--- config.mk ---
export PLATFORM = sky130hd
export DESIGN_NAME = bcd_decimal_alu_flat
export DESIGN_NICKNAME = d
export VERILOG_FILES = /design/src/sv/bcd_alu_pkg.sv /design/src/sv/bcd_alu_req_if.sv /design/src/sv/bcd_alu_rsp_if.sv /design/src/sv/bcd_decimal_alu.sv /design/src/flat_wrapper.sv
export SDC_FILE = /design/constraint.sdc
export NUM_CORES = 1
export LEC_CHECK = 0
export BUFFER_PORTS_ARGS = -buffer_cell sky130_fd_sc_hd__buf_2
export CAP_MARGIN = 20
export CORE_UTILIZATION = 40
export DETAILED_ROUTE_END_ITERATION = 6
export PLACE_DENSITY = 0.61
export SLEW_MARGIN = 10
export SYNTH_ARGS = -nofsm -noshare
export SYNTH_HDL_FRONTEND = slang
export SYNTH_SLANG_ARGS = --single-unit
--- constraint.sdc ---
create_clock -name clk_i -period 9.48 [get_ports clk_i]
set_input_delay 2.844 -clock clk_i [delete_from_list [all_inputs] [get_ports clk_i]]
set_output_delay 2.844 -clock clk_i [all_outputs]
set_load 0.02 [all_outputs]
--- src/sv/bcd_alu_pkg.sv ---
// ----------------------------------------------------------------------------
// BCD ALU package
// Shared widths, operation codes, status codes and controller states.
// ----------------------------------------------------------------------------
package bcd_alu_pkg;

  localparam int unsigned DIGITS_DEF = 16;
  localparam int unsigned OPND_W     = 64;
  localparam int unsigned REQ_W      = 3;
  localparam int unsigned STAT_W     = 2;
  localparam int unsigned CMP_W      = 2;

  typedef enum logic [REQ_W-1:0] {
    OP_ADD = 3'd0,
    OP_SUB = 3'd1,
    OP_MUL = 3'd2,
    OP_DIV = 3'd3,
    OP_CMP = 3'd4
  } op_e;

  typedef enum logic [STAT_W-1:0] {
    ST_OK        = 2'd0,
    ST_OVERFLOW  = 2'd1,
    ST_UNDERFLOW = 2'd2,
    ST_DIVZERO   = 2'd3
  } status_e;

  localparam logic signed [CMP_W-1:0] CMP_LT = 2'sb11;
  localparam logic signed [CMP_W-1:0] CMP_EQ = 2'sb00;
  localparam logic signed [CMP_W-1:0] CMP_GT = 2'sb01;

  typedef enum logic [1:0] {
    S_IDLE,
    S_SHIFT,
    S_PASS,
    S_FINISH
  } state_e;

endpackage

--- src/sv/bcd_alu_req_if.sv ---
// ----------------------------------------------------------------------------
// BCD ALU request channel
// Valid/ready channel carrying the operation and both packed BCD operands.
// ----------------------------------------------------------------------------
interface bcd_alu_req_if import bcd_alu_pkg::*; ();
  logic              valid;
  logic              ready;
  logic [REQ_W-1:0]  req_type;
  logic [OPND_W-1:0] operand_a;
  logic [OPND_W-1:0] operand_b;

  modport source (output valid, output req_type, output operand_a, output operand_b,
                  input ready);
  modport sink   (input valid, input req_type, input operand_a, input operand_b,
                  output ready);
endinterface

--- src/sv/bcd_alu_rsp_if.sv ---
// ----------------------------------------------------------------------------
// BCD ALU response channel
// Valid/ready channel carrying the result value, compare code and status.
// ----------------------------------------------------------------------------
interface bcd_alu_rsp_if import bcd_alu_pkg::*; ();
  logic                    valid;
  logic                    ready;
  logic [OPND_W-1:0]       result_value;
  logic signed [CMP_W-1:0] compare_result;
  logic [STAT_W-1:0]       status;

  modport source (output valid, output result_value, output compare_result,
                  output status, input ready);
  modport sink   (input valid, input result_value, input compare_result,
                  input status, output ready);
endinterface

--- src/sv/bcd_decimal_alu.sv ---
// ----------------------------------------------------------------------------
// BCD decimal ALU
// Unsigned packed-BCD add, subtract, multiply, divide and compare, computed
// one decimal digit per cycle through nibble shift registers.
// ----------------------------------------------------------------------------
//  channel | dir | payload                                   | transaction
//  req_i   | in  | req_type, operand_a, operand_b            | valid & ready
//  rsp_o   | out | result_value, compare_result, status      | valid & ready
//
//  Add, subtract, compare: one serial pass of DIGITS+1 digits.
//  Multiply: one shift plus one pass per digit of b.
//  Divide: each quotient digit takes one shift to bring down a dividend digit,
//  then one trial-subtract pass per unit of the digit plus one failing pass.
//  One transaction is in flight at a time; the result register lets the next
//  request enter while a result waits. Reset clears control only.
// ----------------------------------------------------------------------------
module bcd_decimal_alu import bcd_alu_pkg::*; #(
  parameter int unsigned DIGITS = DIGITS_DEF
) (
  input  logic          clk_i,
  input  logic          rst_ni,
  bcd_alu_req_if.sink   req_i,
  bcd_alu_rsp_if.source rsp_o
);

  localparam int unsigned DW  = DIGITS * 4;
  localparam int unsigned AW  = DW + 4;
  localparam int unsigned CW  = $clog2(DIGITS + 1);
  localparam int unsigned DCW = (DIGITS > 1) ? $clog2(DIGITS) : 1;

  state_e            state_q, state_d;
  op_e               op_q, op_d;
  logic [DW-1:0]     a_q, a_d, b_q, b_d;
  logic [AW-1:0]     acc_q, acc_d, tmp_q, tmp_d;
  logic [3:0]        c_q, c_d, m_q, m_d, qd_q, qd_d;
  logic [CW-1:0]     cnt_q, cnt_d;
  logic [DCW-1:0]    dcnt_q, dcnt_d;
  logic              ovf_q, ovf_d, nz_q, nz_d, bz_q, bz_d;
  logic              rv_q, rv_d;
  logic [OPND_W-1:0] res_q, res_d;
  logic [CMP_W-1:0]  cmp_q, cmp_d;
  logic [STAT_W-1:0] st_q, st_d;

  logic [DW-1:0] a_clean, b_clean;

  for (genvar i = 0; i < DIGITS; i++) begin : g_clean
    assign a_clean[4*i +: 4] = (req_i.operand_a[4*i +: 4] > 4'd9) ? 4'd0
                                                                 : req_i.operand_a[4*i +: 4];
    assign b_clean[4*i +: 4] = (req_i.operand_b[4*i +: 4] > 4'd9) ? 4'd0
                                                                 : req_i.operand_b[4*i +: 4];
  end

  // serial digit unit
  logic        last, in_rng, sub_mode, round_last, out_free, neg;
  logic [3:0]  a_dig, b_dig, x, dig, dig_add, dig_sub, cq, cout;
  logic [6:0]  p7, s7;
  logic [14:0] m15;
  logic [4:0]  ds;
  logic [DW-1:0] a_rot, b_rot;

  assign last       = (cnt_q == CW'(DIGITS));
  assign in_rng     = !last;
  assign round_last = (dcnt_q == DCW'(DIGITS - 1));
  assign out_free   = !rv_q || rsp_o.ready;
  assign a_dig      = in_rng ? a_q[3:0] : 4'd0;
  assign b_dig      = in_rng ? b_q[3:0] : 4'd0;
  assign sub_mode   = (op_q == OP_SUB) || (op_q == OP_CMP) || (op_q == OP_DIV);
  assign x          = ((op_q == OP_MUL) || (op_q == OP_DIV)) ? acc_q[3:0] : a_dig;
  assign p7         = (op_q == OP_MUL) ? 7'(a_dig * m_q) : {3'd0, b_dig};
  assign s7         = {3'd0, x} + p7 + {3'd0, c_q};
  // divide by ten through the reciprocal, exact below 160, which covers every 7-bit sum
  assign m15        = 15'(s7) * 15'd205;
  assign cq         = m15[14:11];
  assign dig_add    = 4'(s7 - 7'(cq) * 7'd10);
  assign ds         = {1'b0, x} - {1'b0, b_dig} - {4'd0, c_q[0]};
  assign neg        = ds[4];
  assign dig_sub    = neg ? 4'(ds + 5'd10) : ds[3:0];
  assign dig        = sub_mode ? dig_sub : dig_add;
  assign cout       = sub_mode ? {3'd0, neg} : cq;
  assign a_rot      = (a_q >> 4) | (DW'(a_q[3:0]) << (DW - 4));
  assign b_rot      = (b_q >> 4) | (DW'(b_q[3:0]) << (DW - 4));

  assign req_i.ready          = (state_q == S_IDLE);
  assign rsp_o.valid          = rv_q;
  assign rsp_o.result_value   = res_q;
  assign rsp_o.compare_result = cmp_q;
  assign rsp_o.status         = st_q;

  // next state
  always_comb begin
    state_d = state_q;
    case (state_q)
      S_IDLE: begin
        if (req_i.valid) begin
          case (req_i.req_type)
            OP_ADD, OP_SUB, OP_CMP: state_d = S_PASS;
            OP_MUL:                 state_d = S_SHIFT;
            OP_DIV:                 state_d = (b_clean == '0) ? S_FINISH : S_SHIFT;
            default:                state_d = S_FINISH;
          endcase
        end
      end
      S_SHIFT: state_d = S_PASS;
      S_PASS: begin
        if (last) begin
          case (op_q)
            OP_MUL:  state_d = round_last ? S_FINISH : S_SHIFT;
            OP_DIV:  state_d = !neg ? S_PASS : (round_last ? S_FINISH : S_SHIFT);
            default: state_d = S_FINISH;
          endcase
        end
      end
      S_FINISH: if (out_free) state_d = S_IDLE;
      default:  state_d = S_IDLE;
    endcase
  end

  // datapath and result register
  always_comb begin
    op_d   = op_q;   a_d   = a_q;   b_d   = b_q;   acc_d = acc_q; tmp_d = tmp_q;
    c_d    = c_q;    m_d   = m_q;   qd_d  = qd_q;  cnt_d = cnt_q; dcnt_d = dcnt_q;
    ovf_d  = ovf_q;  nz_d  = nz_q;  bz_d  = bz_q;
    rv_d   = rv_q & ~rsp_o.ready;
    res_d  = res_q;  cmp_d = cmp_q; st_d  = st_q;
    case (state_q)
      S_IDLE: begin
        if (req_i.valid) begin
          op_d   = op_e'(req_i.req_type);
          a_d    = a_clean;
          b_d    = b_clean;
          acc_d  = '0;
          tmp_d  = '0;
          c_d    = '0;
          qd_d   = '0;
          cnt_d  = '0;
          dcnt_d = '0;
          ovf_d  = 1'b0;
          nz_d   = 1'b0;
          bz_d   = (b_clean == '0);
        end
      end
      S_SHIFT: begin
        cnt_d = '0;
        c_d   = '0;
        qd_d  = '0;
        if (op_q == OP_MUL) begin
          ovf_d = ovf_q | (acc_q[AW-1 -: 8] != 8'd0);
          acc_d = acc_q << 4;
          m_d   = b_q[DW-1 -: 4];
          b_d   = (b_q << 4) | DW'(b_q[DW-1 -: 4]);
        end else begin
          // bring down the next dividend digit
          acc_d = (acc_q << 4) | AW'(a_q[DW-1 -: 4]);
          a_d   = a_q << 4;
        end
      end
      S_PASS: begin
        cnt_d = cnt_q + CW'(1);
        c_d   = cout;
        case (op_q)
          OP_MUL: begin
            acc_d = {dig, acc_q[AW-1:4]};
            if (in_rng) a_d = a_rot;
          end
          OP_DIV: begin
            tmp_d = {dig, tmp_q[AW-1:4]};
            acc_d = {acc_q[3:0], acc_q[AW-1:4]};
            if (in_rng) b_d = b_rot;
          end
          default: begin
            acc_d = {dig, acc_q[AW-1:4]};
            nz_d  = nz_q | (dig != 4'd0);
            if (in_rng) begin
              a_d = a_rot;
              b_d = b_rot;
            end
          end
        endcase
        if (last) begin
          cnt_d = '0;
          if (op_q == OP_MUL) begin
            c_d    = '0;
            ovf_d  = ovf_q | (cout != 4'd0);
            dcnt_d = dcnt_q + DCW'(1);
          end else if (op_q == OP_DIV) begin
            c_d = '0;
            if (!neg) begin
              // trial fits: keep the difference, count the quotient digit
              acc_d = {dig, tmp_q[AW-1:4]};
              qd_d  = qd_q + 4'd1;
            end else begin
              a_d    = a_q | DW'(qd_q);
              dcnt_d = dcnt_q + DCW'(1);
            end
          end
        end
      end
      S_FINISH: begin
        if (out_free) begin
          rv_d  = 1'b1;
          res_d = '0;
          cmp_d = CMP_EQ;
          st_d  = ST_OK;
          case (op_q)
            OP_ADD: begin
              if (acc_q[AW-1 -: 4] != 4'd0) st_d  = ST_OVERFLOW;
              else                          res_d = OPND_W'(acc_q[DW-1:0]);
            end
            OP_SUB: begin
              if (c_q[0]) st_d  = ST_UNDERFLOW;
              else        res_d = OPND_W'(acc_q[DW-1:0]);
            end
            OP_MUL: begin
              if (ovf_q || (acc_q[AW-1 -: 4] != 4'd0)) st_d  = ST_OVERFLOW;
              else                                     res_d = OPND_W'(acc_q[DW-1:0]);
            end
            OP_DIV: begin
              if (bz_q) st_d  = ST_DIVZERO;
              else      res_d = OPND_W'(a_q);
            end
            OP_CMP: begin
              if (c_q[0])    cmp_d = CMP_LT;
              else if (nz_q) cmp_d = CMP_GT;
            end
            default: ;
          endcase
        end
      end
      default: ;
    endcase
  end

  always_ff @(posedge clk_i or negedge rst_ni) begin
    if (!rst_ni) begin
      state_q <= S_IDLE;
      rv_q    <= 1'b0;
    end else begin
      state_q <= state_d;
      rv_q    <= rv_d;
    end
  end

  always_ff @(posedge clk_i) begin
    op_q   <= op_d;   a_q   <= a_d;   b_q   <= b_d;   acc_q <= acc_d; tmp_q <= tmp_d;
    c_q    <= c_d;    m_q   <= m_d;   qd_q  <= qd_d;  cnt_q <= cnt_d; dcnt_q <= dcnt_d;
    ovf_q  <= ovf_d;  nz_q  <= nz_d;  bz_q  <= bz_d;
    res_q  <= res_d;  cmp_q <= cmp_d; st_q  <= st_d;
  end

endmodule

--- src/flat_wrapper.sv ---
// flat-port wrapper written by rule: the top's interface ports become plain ports
module bcd_decimal_alu_flat import bcd_alu_pkg::*;
#(
  parameter int unsigned DIGITS = DIGITS_DEF
)
  (clk_i, rst_ni, req_i_valid, req_i_req_type, req_i_operand_a, req_i_operand_b, req_i_ready, rsp_o_valid, rsp_o_result_value, rsp_o_compare_result, rsp_o_status, rsp_o_ready);
  bcd_alu_req_if req_i_i ();
  bcd_alu_rsp_if rsp_o_i ();
  input  logic clk_i;
  input  logic rst_ni;
  input wire logic [$bits(req_i_i.valid)-1:0] req_i_valid;
  input wire logic [$bits(req_i_i.req_type)-1:0] req_i_req_type;
  input wire logic [$bits(req_i_i.operand_a)-1:0] req_i_operand_a;
  input wire logic [$bits(req_i_i.operand_b)-1:0] req_i_operand_b;
  output wire logic [$bits(req_i_i.ready)-1:0] req_i_ready;
  output wire logic [$bits(rsp_o_i.valid)-1:0] rsp_o_valid;
  output wire logic [$bits(rsp_o_i.result_value)-1:0] rsp_o_result_value;
  output wire logic [$bits(rsp_o_i.compare_result)-1:0] rsp_o_compare_result;
  output wire logic [$bits(rsp_o_i.status)-1:0] rsp_o_status;
  input wire logic [$bits(rsp_o_i.ready)-1:0] rsp_o_ready;
  assign req_i_i.valid = req_i_valid;
  assign req_i_i.req_type = req_i_req_type;
  assign req_i_i.operand_a = req_i_operand_a;
  assign req_i_i.operand_b = req_i_operand_b;
  assign req_i_ready = req_i_i.ready;
  assign rsp_o_valid = rsp_o_i.valid;
  assign rsp_o_result_value = rsp_o_i.result_value;
  assign rsp_o_compare_result = rsp_o_i.compare_result;
  assign rsp_o_status = rsp_o_i.status;
  assign rsp_o_i.ready = rsp_o_ready;
  bcd_decimal_alu #(.DIGITS(DIGITS)) u_core (.clk_i(clk_i), .rst_ni(rst_ni), .req_i(req_i_i), .rsp_o(rsp_o_i));
endmodule
==> flow_metrics.env, run 1 <==
export IMPL_outcome="finished clean"
export IMPL_route_final_wire_length_um=56100
export IMPL_clkSinkCount=358
export IMPL_hp_class="reg2reg"
export IMPL_reg2reg_from="u_core.cnt_q[0]"
export IMPL_netlist_instances=1719
export IMPL_coreArea_sq_mm=0.0480
export IMPL_final_antenna_net_count=0
export IMPL_layout_drive_gt1_share_pct=17.2
export IMPL_crit_path_start="u_core.cnt_q[0]"
export IMPL_hpwlAfterDp_um=37800
export IMPL_antenna_found_initial=7
export IMPL_relSlewSlack_pct=29.2
export IMPL_cts_tree="yes"
export IMPL_synth_cell_type_count=60
export IMPL_vias_per_cell=5.79
export IMPL_portBuffers=204
export IMPL_area_growth_syn_to_layout_pct=15.8
export IMPL_finalMaxSlewViolations=0
export IMPL_ioPinCount=205
export IMPL_cpMostUsedCell="fa_1"
export IMPL_grt_pass1_wl_um=85900
export IMPL_tightestPinTransition_ps=1060
export IMPL_routedWlPerCell_um=22.1
export IMPL_postPlaceCellArea_sq_mm=0.0213
export IMPL_drc=0
export IMPL_seq_area_sq_mm=0.0107
export IMPL_cp_slowest_cell="fa_1"
export IMPL_synth_edf_count=355
export IMPL_clk_latency_ps=580
export IMPL_ys_ff_latch=358
export IMPL_max_cap_violations=0
export IMPL_r2r_cells=31
export IMPL_multi_input_area_sq_mm=0.00840
export IMPL_nets=2106
export IMPL_place_ws_ps=-56.6
export IMPL_cts_root_buf="clkbuf_16"
export IMPL_yosysWarnings=0
export IMPL_drt_pass1_iterations=7
export IMPL_endpoint="u_core.nz_q"
export IMPL_gr_usage_all_layers_pct=22.2
export IMPL_crit_arrival_ps=9390
export IMPL_initial_core_util_pct=40.9
export IMPL_row_count=80
export IMPL_reg2reg_to="u_core.nz_q"
export IMPL_max_stage_delay_ps=550
export IMPL_first_iter_violations=1272
export IMPL_dieArea_sq_mm=0.0500
export IMPL_rrSetupSlack_ps=430
export IMPL_cts_hold_buf=0
export IMPL_post_route_period_util_pct=95.5
export IMPL_fmax_mhz=110
export IMPL_path_clk_slew_ps=60
export IMPL_htreeDepth=2
export IMPL_n_fill_cell=4452
export IMPL_finalWeightedCongestion=0.929
export IMPL_via_count=14700
export IMPL_design_area_sq_mm=0.0227
export IMPL_grt_overflow_total=0
export IMPL_die_width_um=224
export IMPL_cp_required_ps=9810
export IMPL_hold_violations=0
export IMPL_whs_ps=543
export IMPL_cp_end_kind="flop"
export IMPL_yosys_most_used_dff="edfxtp_1"
export IMPL_crit_path_max_fanout=12
export IMPL_seq_area_frac_synth_pct=54.7
export IMPL_critPathKind="reg2reg"
export IMPL_synth_nets=1935
export IMPL_grt_pass1_vias=14600
export IMPL_grt_max_degree=79
export IMPL_startpoint_type="flop"
export IMPL_period_minus_slack_ps=9050
export IMPL_die_h_um=224
export IMPL_clock_skew_ps=19.5
export IMPL_synthArstFlopShare_pct=0.838
export IMPL_fin_tns_setup_ps=0
export IMPL_syn_avg_cell_area_sq_um=11.4
export IMPL_worst_slack_ps=427
export IMPL_setup_violations=0
export IMPL_cts_buffer_depth=3
export IMPL_cts_made_buffers=41
export IMPL_syn_area_sq_mm=0.0196
-- synthesized netlist by cell type (all sizes together) (3+ instances only) --
library cell,number,area [sq um]
a211oi,3,22.5
a21o,4,30.0
a21oi,72,364
a221o,3,30.0
a22o,100,876
a22oi,52,390
and2,76,475
and3,13,81.3
buf,31,150
clkbuf,79,297
dfrtp,3,75.1
edfxtp,355,10700
fa,20,400
ha,61,763
inv,49,184
mux2,12,135
mux2i,124,1240
nand2,202,758
nand2b,16,100
nand3,19,95.1
nand3b,4,30.0
nand4,7,43.8
nor2,84,315
nor2b,14,87.6
nor3b,22,165
nor4,7,58.8
nor4b,15,131
o21a,9,67.6
o21ai,188,941
o221ai,17,149
or4,4,33.8
xnor2,15,139
xor2,13,114
-- final cells by class --
cell class	instances	share of cell area, %
inverter	50	0.826
multi-input combinational	1201	37.0
antenna	3	0.0330
timing repair buffer	238	5.70
clock inverter	23	1.05
clock buffer	52	4.79
sequential	358	47.2
tap	615	3.39
-- what timing repair did --
item,4_1_cts,5_1_grt
buffers inserted,0,4
gates cloned,0,0
endpoints found under the setup margin,1,5
gates resized for setup,1,7
pin swaps,0,3
-- critical path: cells and delay by family (launching register included) --
kind | cells | cell delay, ps
AO/OA/AOI/OAI | 7 | 1190
multiplexers | 3 | 840
buffers and inverters | 4 | 210
flip-flops | 1 | 370
adder cells (fa/ha/maj) | 13 | 5220
AND/OR/NAND/NOR | 4 | 990
-- worst min path at each step --
stage,from,slack (ps),end,cells past startpoint
6_report,u_core.tmp_q[26],540,u_core.tmp_q[22],1
5_1_grt,u_core.tmp_q[52],570,u_core.tmp_q[48],1
4_1_cts,u_core.tmp_q[43],550,u_core.tmp_q[39],1
3_5_place_dp,u_core.tmp_q[43],540,u_core.tmp_q[39],1
3_3_place_gp,u_core.b_q[38],530,u_core.b_q[42],2
2_1_floorplan,u_core.b_q[61],450,u_core.m_q[1],0
-- cells in the final DEF (no fill, tap or decap), types with 48 or more instances in the layout --
master    netlist  layout
o21ai_0       188     187
inv_1          49      48
nor2_1         84      82
a21oi_1        71      69
nand2_1       202     199
a22o_1        100     100
ha_1           61      58
mux2i_1       124     124
a22oi_1        52      52
edfxtp_1      355     355
buf_2          15     204
and2_1         76      74
-- per-stage QoR --
| stage | utilization [%] | instances |
|---|---|---|
| after CTS | 47.1 | 2532 |
| after floorplan | - | 1719 |
| after global placement | 44.3 | 2457 |
| after detailed placement | 44.3 | 2457 |
| final | 47.3 | 2540 |
| after global routing | 47.3 | 2538 |
-- kinds of logic after synthesis --
family	after synthesis	synth area share (%)
simple gates	488	12.3
compound gates	467	15.5
flops	358	54.7
buf+inv	160	3.23
mux	136	7.01
fa+ha+maj	81	5.93
xor+xnor	29	1.40
-- routing by layer --
layer | up-vias | GRT usage (%) | part of all wire (%)
met1 | 7282 | 31.0 | 44
met4 | 6 | 7.45 | 2.7
li1 | 6786 | - | -
met3 | 90 | 3.90 | 6.6
met5 | - | 0 | 0.061
met2 | 554 | 34.9 | 46
-- registers in the layout (all words and copies together) (netlist names), 2 cells and up --
signal	flops
u_core.rsp_o.result_value	64
u_core.c_q	4
u_core.state_q	2
u_core.m_q	4
u_core.dcnt_q	4
u_core.a_q	64
u_core.op_q	3
u_core.cnt_q	5
u_core.qd_q	4
u_core.rsp_o.compare_result	2
u_core.rsp_o.status	2
u_core.b_q	64
u_core.acc_q	68
u_core.tmp_q	64
Power of run 1 is not shown: default switching activity piles up to over one toggle a cycle in this logic, so the estimate is an artifact.
==> inputs of run 2 (changes only) <==
--- a/config.mk
+++ b/config.mk
@@ -9,5 +9,6 @@
 export CAP_MARGIN = 20
-export CORE_UTILIZATION = 40
+export CORE_UTILIZATION = 54
+export CTS_BUF_LIST = sky130_fd_sc_hd__clkbuf_8 sky130_fd_sc_hd__clkbuf_16
 export DETAILED_ROUTE_END_ITERATION = 6
-export PLACE_DENSITY = 0.61
+export PLACE_DENSITY = 0.78
 export SLEW_MARGIN = 10
==> constraint.sdc (replaced) <==
create_clock -name clk_i -period 9.48 [get_ports clk_i]
set_input_delay 0.474 -clock clk_i [delete_from_list [all_inputs] [get_ports clk_i]]
set_output_delay 0.474 -clock clk_i [all_outputs]
set_load 0.02 [all_outputs]
==> flow_metrics.env, run 2 (same netlist as run 1, synthesis figures left out) <==
export IMPL_rrSetupSlack_ps=470
export IMPL_die_h_um=193
export IMPL_grt_overflow_total=0
export IMPL_drc=22
export IMPL_cts_buffer_depth=3
export IMPL_route_final_wire_length_um=53500
export IMPL_met1_usage_pct=42.1
export IMPL_grt_pass1_wl_um=81700
export IMPL_post_route_period_util_pct=95.1
export IMPL_initial_core_util_pct=55.1
export IMPL_clock_skew_ps=22.7
export IMPL_grt_max_degree=81
export IMPL_place_ws_ps=27.1
export IMPL_portBuffers=204
export IMPL_clkSinkCount=358
export IMPL_htreeDepth=2
export IMPL_setup_violations=0
export IMPL_crit_path_max_fanout=12
export IMPL_final_antenna_net_count=0
export IMPL_max_stage_delay_ps=560
export IMPL_first_iter_violations=1615
export IMPL_crit_arrival_ps=9300
export IMPL_top_register="u_core.acc_q"
export IMPL_finalMaxSlewViolations=0
export IMPL_cp_slowest_cell="fa_1"
export IMPL_cts_tree="yes"
export IMPL_multi_input_area_sq_mm=0.00841
export IMPL_critPathKind="reg2reg"
export IMPL_worst_slack_ps=469
export IMPL_largest_register_ffs=68
export IMPL_n_fill_cell=2739
export IMPL_reg2reg_from="u_core.cnt_q[1]"
export IMPL_outcome="finished with violations"
export IMPL_max_cap_violations=0
export IMPL_nets=2104
export IMPL_ioPinCount=205
export IMPL_min_delay_start="req_i_req_type[1]"
export IMPL_dieArea_sq_mm=0.0371
export IMPL_area_growth_syn_to_layout_pct=14.0
export IMPL_globalRouteMet2Util_pct=43.3
export IMPL_top_usage_layer="met2"
export IMPL_cts_made_buffers=39
export IMPL_relSlewSlack_pct=34.2
export IMPL_clk_latency_ps=550
export IMPL_fmax_mhz=111
export IMPL_violations="design-rule violations"
export IMPL_seq_area_sq_mm=0.0107
export IMPL_gr_usage_all_layers_pct=28.9
export IMPL_drt_pass1_iterations=7
export IMPL_reg2reg_to="u_core.nz_q"
export IMPL_layout_drive_gt1_share_pct=16.8
export IMPL_period_minus_slack_ps=9010
export IMPL_vias_per_cell=6.27
export IMPL_final_common_cell="edfxtp_1"
export IMPL_die_width_um=193
export IMPL_hpwlAfterDp_um=35800
export IMPL_cp_end_kind="flop"
export IMPL_grt_pass1_vias=14100
export IMPL_r2r_cells=33
export IMPL_grt_util_met3_pct=5.49
export IMPL_fin_tns_setup_ps=0
export IMPL_final_cell_mix="edfxtp_1 (355), buf_2 (204), nand2_1 (199)"
export IMPL_hold_violations=0
export IMPL_finalWeightedCongestion=0.914
export IMPL_startpoint_type="flop"
export IMPL_antenna_found_initial=4
export IMPL_hold_depth=1
export IMPL_hp_class="in2reg"
export IMPL_rsz0062_at_grt="no"
export IMPL_cp_required_ps=9770
export IMPL_row_count=69
export IMPL_cts_root_buf="clkbuf_16"
export IMPL_coreArea_sq_mm=0.0357
export IMPL_routedWlPerCell_um=22.5
export IMPL_tightestPinTransition_ps=987
export IMPL_min_to="u_core.op_q[1]"
export IMPL_via_count=14900
export IMPL_cpMostUsedCell="fa_1"
export IMPL_path_clk_slew_ps=60
-- run 2: per-stage QoR --
| step | instance area (sq um) | instances | util [%] | hold slack [ps] |
|---|---|---|---|---|
| after floorplan | 19600 | 1719 | - | 178 |
| after global placement | 21100 | 2302 | 59.1 | 272 |
| after detailed placement | 21100 | 2302 | 59.1 | 284 |
| after CTS | 22300 | 2371 | 62.4 | 159 |
| after global routing | 22400 | 2380 | 62.8 | 174 |
| final | 22400 | 2380 | 62.8 | 173 |
-- run 2: area by class of cell --
class                           count  area share (%)
Tap cell                          461            2.58
Timing Repair Buffer              238            5.86
Antenna cell                        4          0.0447
Clock buffer                       40            4.47
Sequential cell                   358            47.9
Multi-Input combinational cell   1201            37.6
Inverter                           50           0.838
Clock inverter                     28           0.710
-- run 2: worst max-delay path by stage --
| stage | slack [ps] | startpoint | to |
|---|---|---|---|
| 2_1_floorplan | 510 | u_core.cnt_q[0] | u_core.nz_q |
| 3_3_place_gp | 270 | u_core.cnt_q[0] | u_core.nz_q |
| 3_5_place_dp | 30 | u_core.cnt_q[0] | u_core.nz_q |
| 4_1_cts | 10 | u_core.cnt_q[0] | u_core.nz_q |
| 5_1_grt | 30 | u_core.cnt_q[1] | u_core.nz_q |
| 6_report | 470 | u_core.cnt_q[1] | u_core.nz_q |
-- run 2: routing by layer --
metal / share of wire [%] / wire length, um
met5: 0 / 0
met4: 2.6 / 1420
met3: 9.1 / 4880
met2: 45 / 24300
met1: 43 / 22900
-- run 2: worst max-delay path: cells and delay by family (launching register included) --
family	cells	cell delay, ps
XOR/XNOR	1	160
flip-flops	1	370
adder cells (fa/ha/maj)	12	4980
AND/OR/NAND/NOR	4	980
multiplexers	2	560
buffers and inverters	7	650
AO/OA/AOI/OAI	7	1080
-- run 2: repair_timing --
action | CTS | global route
gates resized for setup | 1 | 7
hold buffers | 1 | 0
pin swaps | 0 | 5
hold endpoints to repair | 3 | 0
buffers inserted | 0 | 3
endpoints found under the setup margin | 1 | 5
Power of run 2 is left out for the same reason.
